--- src/hdl/rlbs_pkg.sv ---
// Shared types and codes for the run-list bitmap set-operation block.
package rlbs_pkg;

  typedef enum logic [1:0] {
    FUNC_LOAD_A  = 2'd0,
    FUNC_LOAD_B  = 2'd1,
    FUNC_COMPUTE = 2'd2,
    FUNC_CLEAR   = 2'd3
  } func_e;

  typedef enum logic [1:0] {
    ST_OK       = 2'd0,
    ST_ORDER    = 2'd1,
    ST_FULL     = 2'd2,
    ST_BEYOND   = 2'd3
  } status_e;

  typedef enum logic [1:0] {
    OP_UNION = 2'd0,
    OP_INTER = 2'd1,
    OP_COMPL = 2'd2,
    OP_NONE  = 2'd3
  } op_e;

  typedef enum logic [2:0] {
    BK_IDLE,
    BK_READ,
    BK_STEP,
    BK_TAIL,
    BK_FLUSH
  } back_state_e;

  localparam int unsigned CFG_BITMAP_SIZE = 0;
  localparam int unsigned CFG_SET_OP      = 1;

endpackage

--- src/hdl/rlbs_front.sv ---
// Front end: classifies each item, checks and appends or merges load runs, queues work.
module rlbs_front #(
  parameter int unsigned MAX_RUNS  = 16,
  parameter int unsigned POS_WIDTH = 32,
  localparam int unsigned IW = (MAX_RUNS > 1) ? $clog2(MAX_RUNS) : 1,
  localparam int unsigned CW = $clog2(MAX_RUNS + 1)
) (
  input  logic                 clk_i,
  input  logic                 rst_ni,
  input  logic                 in_valid_i,
  input  logic [1:0]           func_i,
  input  logic [POS_WIDTH-1:0] start_i,
  input  logic [POS_WIDTH-1:0] length_i,
  input  logic [31:0]          bitmap_size_i,
  input  logic                 back_busy_i,
  output logic                 busy_o,
  // last-run lookup for the merge check
  input  logic [POS_WIDTH-1:0] lr_start_i,
  input  logic [POS_WIDTH-1:0] lr_length_i,
  // list write port
  output logic                 wr_en_o,
  output logic                 wr_b_o,
  output logic [IW-1:0]        wr_idx_o,
  output logic [POS_WIDTH-1:0] wr_start_o,
  output logic [POS_WIDTH-1:0] wr_length_o,
  output logic [CW-1:0]        used_a_o,
  output logic [CW-1:0]        used_b_o,
  // queue to back end: single entry
  output logic                 q_valid_o,
  output logic                 q_compute_o,
  output logic [1:0]           q_status_o,
  input  logic                 q_take_i
);
  import rlbs_pkg::*;

  logic                 pend_q, pend_d;
  logic [1:0]           func_q;
  logic [POS_WIDTH-1:0] s_q, l_q;
  logic [CW-1:0]        used_a_q, used_a_d, used_b_q, used_b_d;
  logic                 qv_q, qv_d, qc_q, qc_d;
  logic [1:0]           qs_q, qs_d;
  logic [CW-1:0]        n;
  logic [POS_WIDTH:0]   sum, pend_e;
  logic [1:0]           st;
  logic                 merge, append, sel_b;

  // hold commands off while one is pending or queued, or while the back end walks the lists
  assign busy_o      = pend_q | qv_q | back_busy_i;
  assign sel_b       = (func_q == FUNC_LOAD_B);
  assign n           = sel_b ? used_b_q : used_a_q;
  assign sum         = {1'b0, s_q} + {1'b0, l_q};
  assign pend_e      = {1'b0, lr_start_i} + {1'b0, lr_length_i} - 1'b1;

  always_comb begin
    st     = ST_OK;
    merge  = 1'b0;
    append = 1'b0;
    if (l_q == '0) begin
      st = ST_OK;
    end else if ({{(64-POS_WIDTH-1){1'b0}}, sum} > {32'd0, bitmap_size_i}) begin
      st = ST_BEYOND;
    end else if (n != '0 && {1'b0, s_q} <= pend_e) begin
      st = ST_ORDER;
    end else if (n != '0 && {1'b0, s_q} == pend_e + 1'b1) begin
      merge = 1'b1;
    end else if (n >= CW'(MAX_RUNS)) begin
      st = ST_FULL;
    end else begin
      append = 1'b1;
    end
  end

  always_comb begin
    wr_en_o     = 1'b0;
    wr_b_o      = sel_b;
    wr_idx_o    = merge ? IW'(n - 1'b1) : IW'(n);
    wr_start_o  = merge ? lr_start_i : s_q;
    wr_length_o = merge ? lr_length_i + l_q : l_q;
    used_a_d    = used_a_q;
    used_b_d    = used_b_q;
    pend_d      = pend_q;
    qv_d        = qv_q & ~q_take_i;
    qc_d        = qc_q;
    qs_d        = qs_q;
    if (in_valid_i) begin
      pend_d = 1'b1;
    end
    if (pend_q && !qv_q) begin
      pend_d = 1'b0;
      qv_d   = 1'b1;
      qc_d   = (func_q == FUNC_COMPUTE);
      qs_d   = ST_OK;
      unique case (func_q)
        FUNC_LOAD_A, FUNC_LOAD_B: begin
          qs_d    = st;
          wr_en_o = merge | append;
          if (append) begin
            if (sel_b) used_b_d = used_b_q + 1'b1;
            else       used_a_d = used_a_q + 1'b1;
          end
        end
        FUNC_CLEAR: begin
          used_a_d = '0;
          used_b_d = '0;
        end
        default: ;
      endcase
    end
  end

  always_ff @(posedge clk_i or negedge rst_ni) begin
    if (!rst_ni) begin
      pend_q   <= 1'b0;
      qv_q     <= 1'b0;
      used_a_q <= '0;
      used_b_q <= '0;
    end else begin
      pend_q   <= pend_d;
      qv_q     <= qv_d;
      used_a_q <= used_a_d;
      used_b_q <= used_b_d;
    end
  end

  always_ff @(posedge clk_i) begin
    if (in_valid_i) begin
      func_q <= func_i;
      s_q    <= start_i;
      l_q    <= length_i;
    end
    qc_q <= qc_d;
    qs_q <= qs_d;
  end

  assign used_a_o    = used_a_q;
  assign used_b_o    = used_b_q;
  assign q_valid_o   = qv_q;
  assign q_compute_o = qc_q;
  assign q_status_o  = qs_q;
endmodule

--- config.mk ---
export PLATFORM = sky130hd
export DESIGN_NAME = rlbs_front
export DESIGN_NICKNAME = d
export VERILOG_FILES = /design/src/hdl/rlbs_pkg.sv /design/src/hdl/rlbs_front.sv
export SDC_FILE = /design/constraint.sdc
export NUM_CORES = 1
export LEC_CHECK = 0
export BUFFER_PORTS_ARGS = -buffer_cell sky130_fd_sc_hd__clkbuf_2
export CORE_MARGIN = 2
export CORE_UTILIZATION = 50
export CTS_CLUSTER_SIZE = 25
export DETAILED_ROUTE_END_ITERATION = 8
export PLACE_DENSITY = 0.77
export SLEW_MARGIN = 20
export SYNTH_ARGS = -nofsm -noshare
export SYNTH_HDL_FRONTEND = slang
export SYNTH_SLANG_ARGS = --single-unit
--- constraint.sdc ---
create_clock -name clk_i -period 6.3 [get_ports clk_i]
set_input_delay 0.63 -clock clk_i [delete_from_list [all_inputs] [get_ports clk_i]]
set_output_delay 0.63 -clock clk_i [all_outputs]
set_load 0.01 [all_outputs]
==> results.txt <==
The final layout contains routed wiring with a total length of 48.2 mm. Sequential cells were found to cover 18.7% of the synthesized design area. Yosys printed 0 warnings. For the final count of hold timing violations, the log shows 0. Cell at the root of the clock tree: sky130_fd_sc_hd__clkbuf_16. The worst register-to-register path begins at s_q[1]$_DFFE_PP_. The tools report the number of buffers created by CTS as 9. The flow ran to the end, but the final reports show violations. Counting flops and latches in the post-synthesis netlist gives 81. For this run, the slowest stage of the critical path takes 0.52 ns.

For the wire length of the first global-routing pass, the log shows 73.0 mm. STA puts the critical path data required time at 5.67 ns. The netlist uses 96 different library cells. Main flop type after synthesis: sky130_fd_sc_hd__edfxtp_1. The worst setup path is launched from a flop. Setup repair after global routing could not meet its margin everywhere. Entering global routing, the biggest net connects 68 pins. The site row count is 58, and the area of the mapped netlist is 0.0127 mm². Counting cells, the worst reg-to-reg path comes to 31.

In this run, the number of DRC markers left after iteration 0 of detailed routing was 1263. The run gives 196 µV as the maximum VDD drop. The checks that failed: setup timing. Of the available clock period, the critical path in the final layout requires 110%. Of all cell types, the one taking the most synthesized area is sky130_fd_sc_hd__ha_1. The detail route stage leaves a number of antenna-violating nets equal to 0. The first-pass detailed-route iteration total was 5. Worst path setup slack after routing: -0.613 ns.

For this run the aggregate overflow at the end of global routing stands at 0. The count of H-tree levels built during CTS came out at 3. The wire-length estimate of the detail-placed layout is 37.4 mm.

For this run, the top clock speed supported by timing is 145 MHz. The number of nets in the layout was 2524; the average via count per standard cell was 5.96. For the final routed database, the setup TNS stands at -36.08 ns. The run gives 6.28 ns as the arrival time reported for the critical path endpoint. The slowest cell on the critical path is sky130_fd_sc_hd__or4_4. TritonCTS built the clock tree. In the synthesized netlist, the number of instances is 1584. The design draws 4.09 mW.

The final number of setup-violating endpoints was 69; the overall routing resource usage was 34.5%. The average detailed-routed wire length per instance was 19.3 µm; the core footprint was 0.0250 mm². The kind of critical path is flop to primary output. Port buffering added 251 buffers. The leakage power total was 8.91 nW.

The post-synth net total was 1948. The most critical setup path has its startpoint at s_q[1]$_DFFE_PP_. The share of layout cells above drive strength 1 works out to 36.7%. Max-cap violations in this run came to 0. The run gives 14400 as the via count of the first global-routing pass.

No sink is reached through more buffers than the 2 on the longest clock path. The clock slew at the register clock pins of the worst setup and hold paths was 0.07 ns. Counting stages on the worst path, the most repeated cell is sky130_fd_sc_hd__a21oi_2. The tools report the CTS sink count as 81.

The I/O pin count is 252. The area overhead of the layout relative to synthesis is 41.1%, and the worst reg-to-reg setup slack is 0.10 ns. In this run the critical register-to-register path is captured at used_b_o[2]$_DFFE_PN0P_.

The worst path in the final design needs a cycle of 6.91 ns, including I/O delays and setup. With fillers left out, the area of the finished cells amounts to 0.0179 mm². The starting utilization of the core area was 50.7%; the final worst clock skew was 0.00998 ns. The die covers 0.0267 mm². The floorplan step set the die width to 163 µm. The path class of the tightest hold or removal check is primary input to asynchronous set/reset pin. Routability-driven placement finished with a final weighted congestion of 0.996. For the number of antenna violations at the first check in global routing, the log shows 5. For the pin with the worst max-slew slack, the measured transition is 0.888 ns. After synthesis, the cell types taking the most area are sky130_fd_sc_hd__ha_1 (19%), sky130_fd_sc_hd__edfxtp_1 (16%), sky130_fd_sc_hd__inv_1 (6.0%), sky130_fd_sc_hd__xnor2_1 (5.0%), sky130_fd_sc_hd__o21ai_1 (4.1%). Insertion delay to the later sink of the worst-skew pair: 0.35 ns. The fraction of synthesis flops using an asynchronous set or reset pin works out to 14.8%.

The run gives 0 as the number of remaining DRC errors. Of the post-synthesis cell area, the dominant cell type holds 19.1%. The placed instances occupy a cell area of 0.0165 mm². Number of enable-type register cells in the synthesized netlist: 69.

The maximum fanout along the worst path was 8. The max-slew violation count was 0. A synthesized cell averages 8.01 µm².

The power per standard cell area is 228 mW/mm². Headroom to the max-slew limit came out at 39.2%. In this run the vertical extent of the chip is 163 µm. For the routed via count, the log shows 14900.

Endpoint kind of the worst setup timing path: a primary output.
-- stage by stage --
| step | cells | hold WS [ns] | setup slack, ns | util (%) |
|---|---|---|---|---|
| after floorplan | 1584 | 0.334 | -0.0195 | - |
| after global placement | 2432 | 0.517 | -0.746 | 66.0 |
| after detailed placement | 2432 | 0.536 | -0.717 | 66.0 |
| after CTS | 2482 | 0.165 | -0.441 | 69.7 |
| after global routing | 2500 | 0.160 | -0.785 | 71.5 |
| final | 2500 | 0.151 | -0.613 | 71.5 |
-- final cells by class --
class,instances,area (µm²)
timing repair buffer,616,4240
clock inverter,6,47.5
inverter,203,764
antenna,5,12.5
fill,1921,7120
sequential,81,2370
clock buffer,10,239
multi-input combinational,1249,9820
tap,330,413
-- Yosys cell counts (10+ instances only) --
cell and instances:
sky130_fd_sc_hd__a211oi_1 20, sky130_fd_sc_hd__a21o_1 41, sky130_fd_sc_hd__a21oi_1 87, sky130_fd_sc_hd__a31oi_1 14, sky130_fd_sc_hd__and3_1 17, sky130_fd_sc_hd__buf_2 14, sky130_fd_sc_hd__clkbuf_1 21, sky130_fd_sc_hd__dfrtp_1 12
sky130_fd_sc_hd__edfxtp_1 69, sky130_fd_sc_hd__ha_1 194, sky130_fd_sc_hd__inv_1 202, sky130_fd_sc_hd__mux2i_1 18, sky130_fd_sc_hd__nand2_1 81, sky130_fd_sc_hd__nand2b_1 23, sky130_fd_sc_hd__nand3_1 41, sky130_fd_sc_hd__nand4_1 32
sky130_fd_sc_hd__nor2_1 84, sky130_fd_sc_hd__nor2b_1 20, sky130_fd_sc_hd__nor3_1 31, sky130_fd_sc_hd__nor4_1 26, sky130_fd_sc_hd__o211ai_1 17, sky130_fd_sc_hd__o21a_1 16, sky130_fd_sc_hd__o21ai_0 66, sky130_fd_sc_hd__o21ai_1 105
sky130_fd_sc_hd__o21bai_1 13, sky130_fd_sc_hd__o31ai_1 10, sky130_fd_sc_hd__or2_2 12, sky130_fd_sc_hd__xnor2_1 72, sky130_fd_sc_hd__xor2_1 33
-- flip-flops by register name, indices dropped and copies added, names as in the netlist --
signal       count
used_a_o         5
s_q             32
l_q             32
q_valid_o        1
pend_q           1
func_q           2
used_b_o         5
q_compute_o      1
q_status_o       2
-- power by group --
group	leakage, nW	internal (mW)	switching [mW]
clock network	0.144	0.283	0.241
logic	7.93	1.29	1.51
registers	0.833	0.664	0.103
-- timing repair --
action,4_1_cts,5_1_grt
hold buffers,0,0
gates cloned,3,2
pin swaps,26,35
gates resized for setup,87,135
setup endpoints to repair,79,79
buffers inserted,31,15
-- placed cells by master (no fill, tap or decap), drive strengths merged, types with 7 or more instances in the layout --
cell and n:
o31ai 10, nand3 41, o21bai 13, nand2b 23, nor2 84, or3 7
edfxtp 69, o21a 16, a211o 7, a31oi 14, or2 13, and3 17
o21ai 171, mux2 17, dfrtp 12, clkbuf 201, a211oi 26, xor2 33
and4 10, nand2 82, buf 425, a21oi 89, xnor2 76, or4 10
ha 194, nor2b 20, nor4 31, nand4 32, inv 207, and2 10
nand3b 7, a21o 42, mux2i 18, nor3 34, o211ai 18, o2111ai 10
-- worst max-delay path: cells and delay by family (launching register included) --
family	cells	cell delay, ns
AO/OA/AOI/OAI	15	2.42
AND/OR/NAND/NOR	6	1.46
adder cells (fa/ha/maj)	2	0.59
buffers and inverters	4	0.56
flip-flops	1	0.46
multiplexers	1	0.32
XOR/XNOR	1	0.14
-- layer usage --
layer	track usage [%]	vias up	wire length (µm)
met5	0	-	0
met4	17.7	0	2760
met3	3.86	210	3650
met2	58.3	724	22500
met1	43.3	6997	19300
li1	-	6960	-
-- how the worst max path moves through the flow --
stage                     slack (ns)              end  cells past startpoint
final                          -0.61  wr_length_o[16]                     29
after global routing           -0.79  wr_length_o[16]                     29
after CTS                      -0.44  wr_length_o[17]                     29
after detailed placement       -0.72  wr_length_o[12]                     28
after global placement         -0.75  wr_length_o[12]                     28
after floorplan                -0.02    wr_start_o[0]                     28
-- cell families after synthesis --
family	share of synthesized area [%]
AOI/OAI and AO/OA	23.8
and+or+nand+nor	18.9
buffers and inverters	8.06
adders and majority gates	19.6
xor gates and xnor gates	7.95
DFF	18.7
muxes	3.05
Note: power is estimated with default switching activity, not from simulation.
