==> src/hdl/rlbs_pkg.sv <==
// Shared types and codes for the run-list bitmap set-operation block.
package rlbs_pkg;

  typedef enum logic [1:0] {
    FUNC_LOAD_A  = 2'd0,
    FUNC_LOAD_B  = 2'd1,
    FUNC_COMPUTE = 2'd2,
    FUNC_CLEAR   = 2'd3
  } func_e;

  typedef enum logic [1:0] {
    ST_OK       = 2'd0,
    ST_ORDER    = 2'd1,
    ST_FULL     = 2'd2,
    ST_BEYOND   = 2'd3
  } status_e;

  typedef enum logic [1:0] {
    OP_UNION = 2'd0,
    OP_INTER = 2'd1,
    OP_COMPL = 2'd2,
    OP_NONE  = 2'd3
  } op_e;

  typedef enum logic [2:0] {
    BK_IDLE,
    BK_READ,
    BK_STEP,
    BK_TAIL,
    BK_FLUSH
  } back_state_e;

  localparam int unsigned CFG_BITMAP_SIZE = 0;
  localparam int unsigned CFG_SET_OP      = 1;

endpackage

==> src/hdl/rlbs_back.sv <==
// Back end: walks the run lists for the chosen operation and emits coalesced runs.
module rlbs_back #(
  parameter int unsigned MAX_RUNS  = 16,
  parameter int unsigned POS_WIDTH = 32,
  localparam int unsigned IW = (MAX_RUNS > 1) ? $clog2(MAX_RUNS) : 1,
  localparam int unsigned CW = $clog2(MAX_RUNS + 1)
) (
  input  logic                 clk_i,
  input  logic                 rst_ni,
  input  logic                 q_valid_i,
  input  logic                 q_compute_i,
  input  logic [1:0]           q_status_i,
  output logic                 q_take_o,
  output logic                 busy_o,
  input  logic [1:0]           op_i,
  input  logic [31:0]          bitmap_size_i,
  input  logic [CW-1:0]        used_a_i,
  input  logic [CW-1:0]        used_b_i,
  output logic [IW-1:0]        rd_a_idx_o,
  output logic [IW-1:0]        rd_b_idx_o,
  input  logic [POS_WIDTH-1:0] a_start_i,
  input  logic [POS_WIDTH-1:0] a_length_i,
  input  logic [POS_WIDTH-1:0] b_start_i,
  input  logic [POS_WIDTH-1:0] b_length_i,
  output logic                 out_valid_o,
  output logic [31:0]          out_start_o,
  output logic [31:0]          out_length_o,
  output logic                 out_last_o,
  output logic [1:0]           out_status_o
);
  import rlbs_pkg::*;

  localparam int unsigned EW = POS_WIDTH + 1;

  back_state_e state_q, state_d;
  logic [CW-1:0] i_q, i_d, j_q, j_d;
  logic [EW-1:0] cur_q, cur_d;
  logic          hv_q, hv_d;
  logic [EW-1:0] hs_q, hs_d, he_q, he_d;
  logic          ov_q, ov_d, ol_q, ol_d;
  logic [31:0]   os_q, os_d, oln_q, oln_d;
  logic [1:0]    ost_q, ost_d;
  logic          have_a, have_b, take_a, push, done;
  logic [EW-1:0] as, ae, bs, be, ps, pe, sz, nx;
  logic [EW-1:0] lenw;

  assign busy_o = (state_q != BK_IDLE);
  assign have_a = i_q < used_a_i;
  assign have_b = j_q < used_b_i;
  assign as = {1'b0, a_start_i};
  assign ae = as + {1'b0, a_length_i} - 1'b1;
  assign bs = {1'b0, b_start_i};
  assign be = bs + {1'b0, b_length_i} - 1'b1;
  assign nx = as + {1'b0, a_length_i};
  assign sz = EW'(bitmap_size_i);
  assign rd_a_idx_o = i_d[IW-1:0];
  assign rd_b_idx_o = j_d[IW-1:0];
  assign take_a = !have_b || (have_a && as <= bs);

  // candidate run for this step
  always_comb begin
    push = 1'b0;
    ps   = '0;
    pe   = '0;
    done = 1'b0;
    unique case (op_e'(op_i))
      OP_UNION: begin
        done = !have_a && !have_b;
        push = !done;
        ps   = take_a ? as : bs;
        pe   = take_a ? ae : be;
      end
      OP_INTER: begin
        done = !have_a || !have_b;
        ps   = (as > bs) ? as : bs;
        pe   = (ae < be) ? ae : be;
        push = !done && ps <= pe;
      end
      OP_COMPL: begin
        done = !have_a;
        push = !done && as > cur_q && cur_q < sz;
        ps   = cur_q;
        pe   = ((as < sz) ? as : sz) - 1'b1;
      end
      default: done = 1'b1;
    endcase
  end

  assign lenw = he_q - hs_q + 1'b1;

  always_comb begin
    state_d = state_q;
    i_d = i_q;  j_d = j_q;  cur_d = cur_q;
    hv_d = hv_q; hs_d = hs_q; he_d = he_q;
    q_take_o = 1'b0;
    ov_d = 1'b0; ol_d = 1'b0; os_d = os_q; oln_d = oln_q; ost_d = ST_OK;
    unique case (state_q)
      BK_IDLE: begin
        if (q_valid_i) begin
          q_take_o = 1'b1;
          if (q_compute_i) begin
            state_d = BK_READ;
            i_d = '0; j_d = '0; cur_d = '0; hv_d = 1'b0;
          end else begin
            ov_d = 1'b1; ol_d = 1'b1; os_d = '0; oln_d = '0; ost_d = q_status_i;
          end
        end
      end
      BK_READ: state_d = BK_STEP;
      BK_STEP: begin
        if (done) begin
          state_d = BK_TAIL;
        end else begin
          state_d = BK_READ;
          unique case (op_e'(op_i))
            OP_UNION: if (take_a) i_d = i_q + 1'b1; else j_d = j_q + 1'b1;
            OP_INTER: if (ae <= be) i_d = i_q + 1'b1; else j_d = j_q + 1'b1;
            default: begin
              i_d = i_q + 1'b1;
              if (nx > cur_q) cur_d = nx;
            end
          endcase
          if (push) begin
            if (hv_q && ps <= he_q + 1'b1) begin
              if (pe > he_q) he_d = pe;
            end else begin
              if (hv_q) begin
                ov_d = 1'b1; os_d = 32'(hs_q); oln_d = 32'(lenw);
              end
              hv_d = 1'b1; hs_d = ps; he_d = pe;
            end
          end
        end
      end
      BK_TAIL: begin
        state_d = BK_FLUSH;
        if (op_e'(op_i) == OP_COMPL && cur_q < sz) begin
          if (hv_q && cur_q <= he_q + 1'b1) begin
            if (sz - 1'b1 > he_q) he_d = sz - 1'b1;
          end else begin
            if (hv_q) begin
              ov_d = 1'b1; os_d = 32'(hs_q); oln_d = 32'(lenw);
            end
            hv_d = 1'b1; hs_d = cur_q; he_d = sz - 1'b1;
          end
        end
      end
      BK_FLUSH: begin
        state_d = BK_IDLE;
        ov_d = 1'b1; ol_d = 1'b1;
        os_d  = hv_q ? 32'(hs_q) : '0;
        oln_d = hv_q ? 32'(lenw) : '0;
      end
      default: state_d = BK_IDLE;
    endcase
  end

  always_ff @(posedge clk_i or negedge rst_ni) begin
    if (!rst_ni) begin
      state_q <= BK_IDLE;
      ov_q    <= 1'b0;
      hv_q    <= 1'b0;
      i_q     <= '0;
      j_q     <= '0;
    end else begin
      state_q <= state_d;
      ov_q    <= ov_d;
      hv_q    <= hv_d;
      i_q     <= i_d;
      j_q     <= j_d;
    end
  end

  always_ff @(posedge clk_i) begin
    cur_q <= cur_d; hs_q <= hs_d; he_q <= he_d;
    ol_q <= ol_d; os_q <= os_d; oln_q <= oln_d; ost_q <= ost_d;
  end

  assign out_valid_o  = ov_q;
  assign out_start_o  = os_q;
  assign out_length_o = oln_q;
  assign out_last_o   = ol_q;
  assign out_status_o = ost_q;
endmodule

==> config.mk <==
export PLATFORM = sky130hd
export DESIGN_NAME = rlbs_back
export DESIGN_NICKNAME = d
export VERILOG_FILES = /design/src/hdl/rlbs_pkg.sv /design/src/hdl/rlbs_back.sv
export SDC_FILE = /design/constraint.sdc
export NUM_CORES = 1
export LEC_CHECK = 0
export BUFFER_PORTS_ARGS = -buffer_cell sky130_fd_sc_hd__buf_2
export CAP_MARGIN = 20
export CORE_ASPECT_RATIO = 1.1
export CORE_MARGIN = 10
export CORE_UTILIZATION = 50
export DETAILED_ROUTE_END_ITERATION = 8
export GPL_TIMING_DRIVEN = 0
export HOLD_SLACK_MARGIN = 0.06
export PLACE_DENSITY = 0.68
export SLEW_MARGIN = 20
export SYNTH_ARGS = -nofsm -noshare
export SYNTH_HDL_FRONTEND = slang
export SYNTH_SLANG_ARGS = --single-unit
==> constraint.sdc <==
create_clock -name clk_i -period 11.04 [get_ports clk_i]
set_clock_uncertainty 0.1 [all_clocks]
set_input_delay 1.104 -clock clk_i [delete_from_list [all_inputs] [get_ports clk_i]]
set_output_delay 1.104 -clock clk_i [all_outputs]
set_load 0.02 [all_outputs]
==> results.md, run 1 <==
| Result | Value | Unit |
| --- | --- | --- |
| Worst setup timing slack at the placement stage | -2720 | ps |
| Post-synthesis net count | 4,019 | - |
| Number of pins with negative max-slew slack in the final report | 0 | - |
| Initial Util | 50.6 | % |
| Tightest Pin Transition | 1050 | ps |
| Worst stage delay on the critical path | 770 | ps |
| Class of the tightest hold or removal check | in2async | - |
| Number of search-and-repair iterations in the first detailed-routing pass | 6 | - |
| Clock tree sinks | 180 | - |
| Clock transition at the registers of the reported paths | 70 | ps |
| Die span in x | 243 | um |
| Number of endpoints with negative hold slack in the final report | 0 | - |
| EDFF count, synth | 162 | - |
| Via count of the first global-routing pass | 25,700 | - |
| Final Critical Period | 10,730 | ps |
| Vias after detailed routing | 26,400 | - |
| Final setup vio count | 0 | - |
| Final layout net count | 4,311 | - |
| Critical path endpoint category | register | - |
| Number of H-tree branching levels | 4 | - |
| Slowest CP cell | sky130_fd_sc_hd__o22ai_2 | - |
| Post-Route Utilization | 56.8 | % |
| Met1 usage in global routing | 39.1 | % |
| Core box area | 53,900 | sq um |
| Setup TNS | 0 | ps |
| Remaining antenna violation count after routing | 0 | - |
| Cell area after placement | 29,700 | sq um |
| Post-synthesis sequential area ratio | 19.4 | % |
| Startpoint Class | input port | - |
| Die outline area | 64,300 | sq um |
| Overall routed net length | 106 | mm |
| I/O pin count | 256 | - |
| Global-route total usage across every layer | 31.7 | % |
| Pin count of the biggest net entering global routing | 63 | - |
| Layer carrying the most global-route usage | met2 | - |
| Met2 GRT Util | 52.7 | % |
| Smallest hold slack | 436 | ps |
| Wire length of the first global-routing pass | 156 | mm |
| Most common library cell in the layout ignoring fill and taps | sky130_fd_sc_hd__ha_1 | - |
| Crit-path max FO | 20 | - |
| GRT Residual Overflow | 0 | - |
| Number of antenna violations at the first check in global routing | 4 | - |
| Worst skew pair latency | 480 | ps |
| Hold_buf cts | 0 | - |
| Seq cells post-synth | 180 | - |
| Yosys Warn Count | 0 | - |
| Highest achievable clock rate | 93.2 | MHz |
| Worst slew margin relative to its limit | 30.2 | % |
| DIE HEIGHT | 265 | um |
| Clock Root Buffer | sky130_fd_sc_hd__clkbuf_16 | - |
| Data arrival time of the critical path | 10,850 | ps |
| Leakage power of the design | 0.0146 | uW |
| Wire length per cell after detailed routing | 24.4 | um |
| Number of maximum-capacitance constraint violations | 0 | - |
| Fraction of registers with async set or reset after synthesis | 8.33 | % |
| Maximum buffer depth of the clock tree | 2 | - |
| GR Layer Usage met3 | 3.80 | % |
| Iteration-0 DRC count of the detailed router | 2,486 | - |
| Row count | 89 | - |
| Share of layout cells above drive strength 1 | 13.2 | % |
| Critical Path Start | a_start_i[0] | - |
| Clock tree from TritonCTS | built | - |
| Top_reg_cell synth | sky130_fd_sc_hd__edfxtp_1 | - |
| Mapped Cells | 3,313 | - |
| Detailed placement HPWL | 91.7 | mm |
| RePlAce Congestion | 1.00 | - |
| Yosys top cell by area | sky130_fd_sc_hd__ha_1 | - |
| Peak ir drop on the vdd network | 117 | uV |
| Number of different library cells in the post-synthesis netlist | 94 | - |
| Syn Std Cell Area | 27,300 | sq um |
| Least setup slack across all paths after layout | 306 | ps |
| Reg-to-reg critical path startpoint | i_q[1]$_DFF_PN0_ | - |
| Post-Layout Inst Area | 30,600 | sq um |
| Run status | complete, no violations | - |
| Commonest cells after routing, fill and taps aside | 525 x sky130_fd_sc_hd__ha_1, 359 x sky130_fd_sc_hd__inv_1, 274 x sky130_fd_sc_hd__nor2_1, 265 x sky130_fd_sc_hd__buf_2, 221 x sky130_fd_sc_hd__a21oi_1 | - |
| Top-area cell type share of the netlist area | 24.1 | % |
| Synth-to-layout area growth | 12.1 | % |
| DRC violation count after routing | 0 | - |
| CP required | 11,160 | ps |
| Most used cell along the critical path | sky130_fd_sc_hd__o21a_1 | - |
| Average vias per placed instance | 6.06 | - |
| CP Class | in2reg | - |
| Synthesized area divided by synthesized cell count | 8.24 | sq um |
| Most area-consuming cells after synthesis | sky130_fd_sc_hd__ha_1 24%, sky130_fd_sc_hd__edfxtp_1 18%, sky130_fd_sc_hd__xnor2_1 5.0%, sky130_fd_sc_hd__inv_1 4.9%, sky130_fd_sc_hd__a21oi_1 4.1% | - |
| Pwr Density | 166 | nW/um^2 |
| Buffers on Ports | 253 | - |
| TritonCTS buffer count | 17 | - |
| Share of the clock period used by the worst path after layout | 97.2 | % |
[layer usage]
metal,vias up,wire (um),share of wire [%]
met1,12300,43300,41
li1,12700,-,-
met5,-,0,0
met3,225,7370,6.9
met4,0,6740,6.4
met2,1093,48700,46
[cells by family after synthesis]
kind of cell             count (synthesis)  synth area share, %
AND/OR/NAND/NOR                        985                 17.9
AO/OA/AOI/OAI                          851                 20.9
adder cells (fa/ha/maj)                528                 24.3
buffers and inverters                  457                 6.55
XOR/XNOR                               198                 6.40
flip-flops                             180                 19.4
multiplexers                           114                 4.56
[final timing paths]
path                                             to  slack [ps]  cells past startpoint
setup / recovery                 he_q[11]$_DFFE_PP_         310                     41
hold / removal               state_q[1]$_DFFE_PN0P_         440                      1
setup reg to reg           out_start_o[3]$_DFFE_PP_        3090                     24
hold reg to reg                  j_q[4]$_DFFE_PN0P_         450                      2
max in group asynchronous     out_valid_o$_DFF_PN0_       10130                      1
min in group clk_i               j_q[4]$_DFFE_PN0P_         450                      2
[repair_timing]
item / in CTS / in global routing
endpoints found under the hold margin: 0 / 0
buffers inserted: 8 / 6
pin swaps: 4 / 3
endpoints found under the setup margin: 134 / 131
resized for setup: 31 / 28
[power by group]
group / internal (uW) / switching, uW
registers: 983 / 124
clock network: 336 / 301
logic: 1250 / 2090
[cell type report]
type | count | area, sq um
timing repair buffer | 274 | 1520
clock inverter | 14 | 160
sequential | 180 | 5300
fill | 5191 | 23300
tap | 728 | 911
clock buffer | 18 | 429
inverter | 361 | 1360
multi-input combinational | 2676 | 20500
buffer | 95 | 447
antenna | 5 | 12.5
[metrics by stage]
step | instances | total power [uW]
6_report | 4351 | 5080
5_1_grt | 4350 | 5420
4_1_cts | 4341 | 4990
3_5_place_dp | 4301 | 4310
3_3_place_gp | 4294 | 4270
2_1_floorplan | 3313 | 3220
[cells in the mapped netlist, drive strengths merged (34+ instances only)]
master and number:
o21ai 164, a21oi 226, inv 359, nand2b 38, nand2 194, nand4 89, o21a 51, mux2 72
clkbuf 69, ha 525, nand3 77, and3 34, edfxtp 162, nor3 77, xnor2 157, nor2b 52
mux2i 42, xor2 40, nor2 276, a21o 143, nor4 34
[state kept, by name (all words and copies together) (netlist names)]
| name | count |
|---|---|
| out_length_o | 32 |
| out_start_o | 32 |
| hs_q | 32 |
| he_q | 33 |
| out_valid_o | 1 |
| out_status_o | 2 |
| state_q | 3 |
| j_q | 5 |
| cur_q | 33 |
| hv_q | 1 |
| out_last_o | 1 |
| i_q | 5 |
[worst max-delay path, delay by kind of cell]
kind / cells / cell delay (ps)
adder cells (fa/ha/maj): 4 / 1250
buffers and inverters: 4 / 580
XOR/XNOR: 1 / 260
AND/OR/NAND/NOR: 13 / 3160
AO/OA/AOI/OAI: 19 / 4460
Note: power is estimated with default switching activity, not from simulation.
==> run 2: changes to the inputs <==
--- a/config.mk
+++ b/config.mk
@@ -13,7 +13,7 @@
 export DETAILED_ROUTE_END_ITERATION = 8
 export GPL_TIMING_DRIVEN = 0
 export HOLD_SLACK_MARGIN = 0.06
-export PLACE_DENSITY = 0.68
+export PLACE_DENSITY = 0.75
 export SLEW_MARGIN = 20
 export SYNTH_ARGS = -nofsm -noshare
 export SYNTH_HDL_FRONTEND = slang
==> results.md, run 2 (synthesized netlist as in run 1, its figures left out) <==
| Result | Value | Unit |
| --- | --- | --- |
| Worst slew margin relative to its limit | 25.6 | % |
| Final layout net count | 4,312 | - |
| CP Class | in2reg | - |
| Clock Root Buffer | sky130_fd_sc_hd__clkbuf_16 | - |
| Commonest cells after routing, fill and taps aside | 525 x sky130_fd_sc_hd__ha_1, 359 x sky130_fd_sc_hd__inv_1, 274 x sky130_fd_sc_hd__nor2_1, 265 x sky130_fd_sc_hd__buf_2, 219 x sky130_fd_sc_hd__a21oi_1 | - |
| Crit-path max FO | 20 | - |
| Overall routed net length | 104 | mm |
| Vias after detailed routing | 26,500 | - |
| I/O pin count | 256 | - |
| Initial Util | 50.6 | % |
| Footprint of the multi-input gates | 20,500 | sq um |
| Post-Layout Inst Area | 30,500 | sq um |
| Setup repair after global routing missed its margin | no | - |
| Tightest Pin Transition | 1110 | ps |
| Row count | 89 | - |
| Final Critical Period | 10,870 | ps |
| Startpoint Class | input port | - |
| Layer carrying the most global-route usage | met2 | - |
| Data arrival time of the critical path | 10,980 | ps |
| Placed insts | 4,299 | - |
| R2r endpoint | out_length_o[0]$_DFFE_PP_ | - |
| Run status | complete, no violations | - |
| Worst skew pair latency | 470 | ps |
| Worst r2r path cells | 24 | - |
| Met2 GRT Util | 51.7 | % |
| Worst stage delay on the critical path | 750 | ps |
| Detailed placement HPWL | 89.5 | mm |
| Register area | 5300 | sq um |
| Number of search-and-repair iterations in the first detailed-routing pass | 7 | - |
| RePlAce Congestion | 1.03 | - |
| Final setup vio count | 0 | - |
| Buffers on Ports | 253 | - |
| Number of endpoints with negative hold slack in the final report | 0 | - |
| Most used cell along the critical path | sky130_fd_sc_hd__o21ai_0 | - |
| GR Layer Usage met3 | 3.57 | % |
| Leakage power of the design | 0.0145 | uW |
| Pwr Density | 164 | nW/um^2 |
| Highest achievable clock rate | 92.0 | MHz |
| Pin count of the biggest net entering global routing | 63 | - |
| Registers with the highest flip-flop counts | cur_q (33), he_q (33) | - |
| Reg-to-reg critical path startpoint | i_q[1]$_DFF_PN0_ | - |
| GRT Residual Overflow | 0 | - |
| Share of the clock period used by the worst path after layout | 98.5 | % |
| Global-route total usage across every layer | 31.0 | % |
| Number of maximum-capacitance constraint violations | 0 | - |
| Register-to-register setup slack | 3170 | ps |
| Setup TNS | 0 | ps |
| Clock transition at the registers of the reported paths | 80 | ps |
| CP required | 11,150 | ps |
| Critical path endpoint category | register | - |
| Cell area after placement | 29,600 | sq um |
| Synth-to-layout area growth | 11.9 | % |
| Number of H-tree branching levels | 4 | - |
| Smallest hold slack | 442 | ps |
| Number of antenna violations at the first check in global routing | 3 | - |
| Die outline area | 64,300 | sq um |
| Clock tree from TritonCTS | built | - |
| Iteration-0 DRC count of the detailed router | 2,325 | - |
| Most common library cell in the layout ignoring fill and taps | sky130_fd_sc_hd__ha_1 | - |
| Number of pins with negative max-slew slack in the final report | 0 | - |
| Clock tree sinks | 180 | - |
| Share of layout cells above drive strength 1 | 13.2 | % |
| Die span in x | 243 | um |
| Peak ir drop on the vdd network | 111 | uV |
| Total design power | 5000 | uW |
| Slowest CP cell | sky130_fd_sc_hd__a31oi_1 | - |
| Hold_buf cts | 0 | - |
| Core box area | 53,900 | sq um |
| Maximum buffer depth of the clock tree | 2 | - |
| Average vias per placed instance | 6.10 | - |
| Met1 usage in global routing | 38.1 | % |
| Class of the tightest hold or removal check | in2async | - |
| Wire length per cell after detailed routing | 23.9 | um |
| TritonCTS buffer count | 17 | - |
| Remaining antenna violation count after routing | 0 | - |
| Fill cells | 5,219 | - |
| Via count of the first global-routing pass | 25,700 | - |
| DIE HEIGHT | 265 | um |
| Wire length of the first global-routing pass | 153 | mm |
| Finished Layout Cells | 4,351 | - |
| DRC violation count after routing | 0 | - |
[run 2: area by class of cell]
class                   count  area share, %
multi-input cells        2677           67.1
well taps                 728           2.98
clock buffers              19           1.42
clock inverters            13          0.332
plain buffers              96           1.47
repair buffers            273           4.89
flip-flops and latches    180           17.3
diodes                      4         0.0328
inverters                 361           4.44
[run 2: per-stage QoR]
stage,util [%],setup WS [ps]
after CTS,56.3,6.13
after floorplan,-,210
after detailed placement,55.0,-2610
after global routing,56.7,3.51
after global placement,54.7,-4730
final,56.7,170
[run 2: worst max-delay path by stage]
stage,from,end,slack (ps),cells past startpoint
2_1_floorplan,a_start_i[0],he_q[0]$_DFFE_PP_,210,40
3_3_place_gp,a_start_i[0],he_q[0]$_DFFE_PP_,-4730,39
3_5_place_dp,a_start_i[0],he_q[1]$_DFFE_PP_,-2610,41
4_1_cts,a_start_i[13],he_q[19]$_DFFE_PP_,6,43
5_1_grt,a_start_i[0],he_q[19]$_DFFE_PP_,4,44
6_report,a_start_i[29],he_q[5]$_DFFE_PP_,170,38
[run 2: per-layer routing]
layer | vias up | share of wire (%)
li1 | 12700 | -
met5 | - | 0
met4 | 0 | 6.8
met2 | 1176 | 46
met3 | 236 | 7.3
met1 | 12400 | 40
[run 2: what timing repair did]
item	CTS	global route
gates cloned	1	0
endpoints found under the setup margin	134	130
pin swaps	4	3
resized for setup	25	37
buffers inserted	8	7
[run 2: worst max-delay path: cells and delay by family]
kind	cells	cell delay (ps)
compound gates	17	4270
mux	1	340
buf+inv	7	2030
simple gates	10	2130
fa+ha+maj	3	1050
[run 2: power by group]
part           total, uW  internal (uW)  switching, uW  leakage (uW)
clock network        591            291            300      0.000250
registers           1100            983            118       0.00175
logic               3310           1230           2070        0.0125
total               5000           2510           2490        0.0145
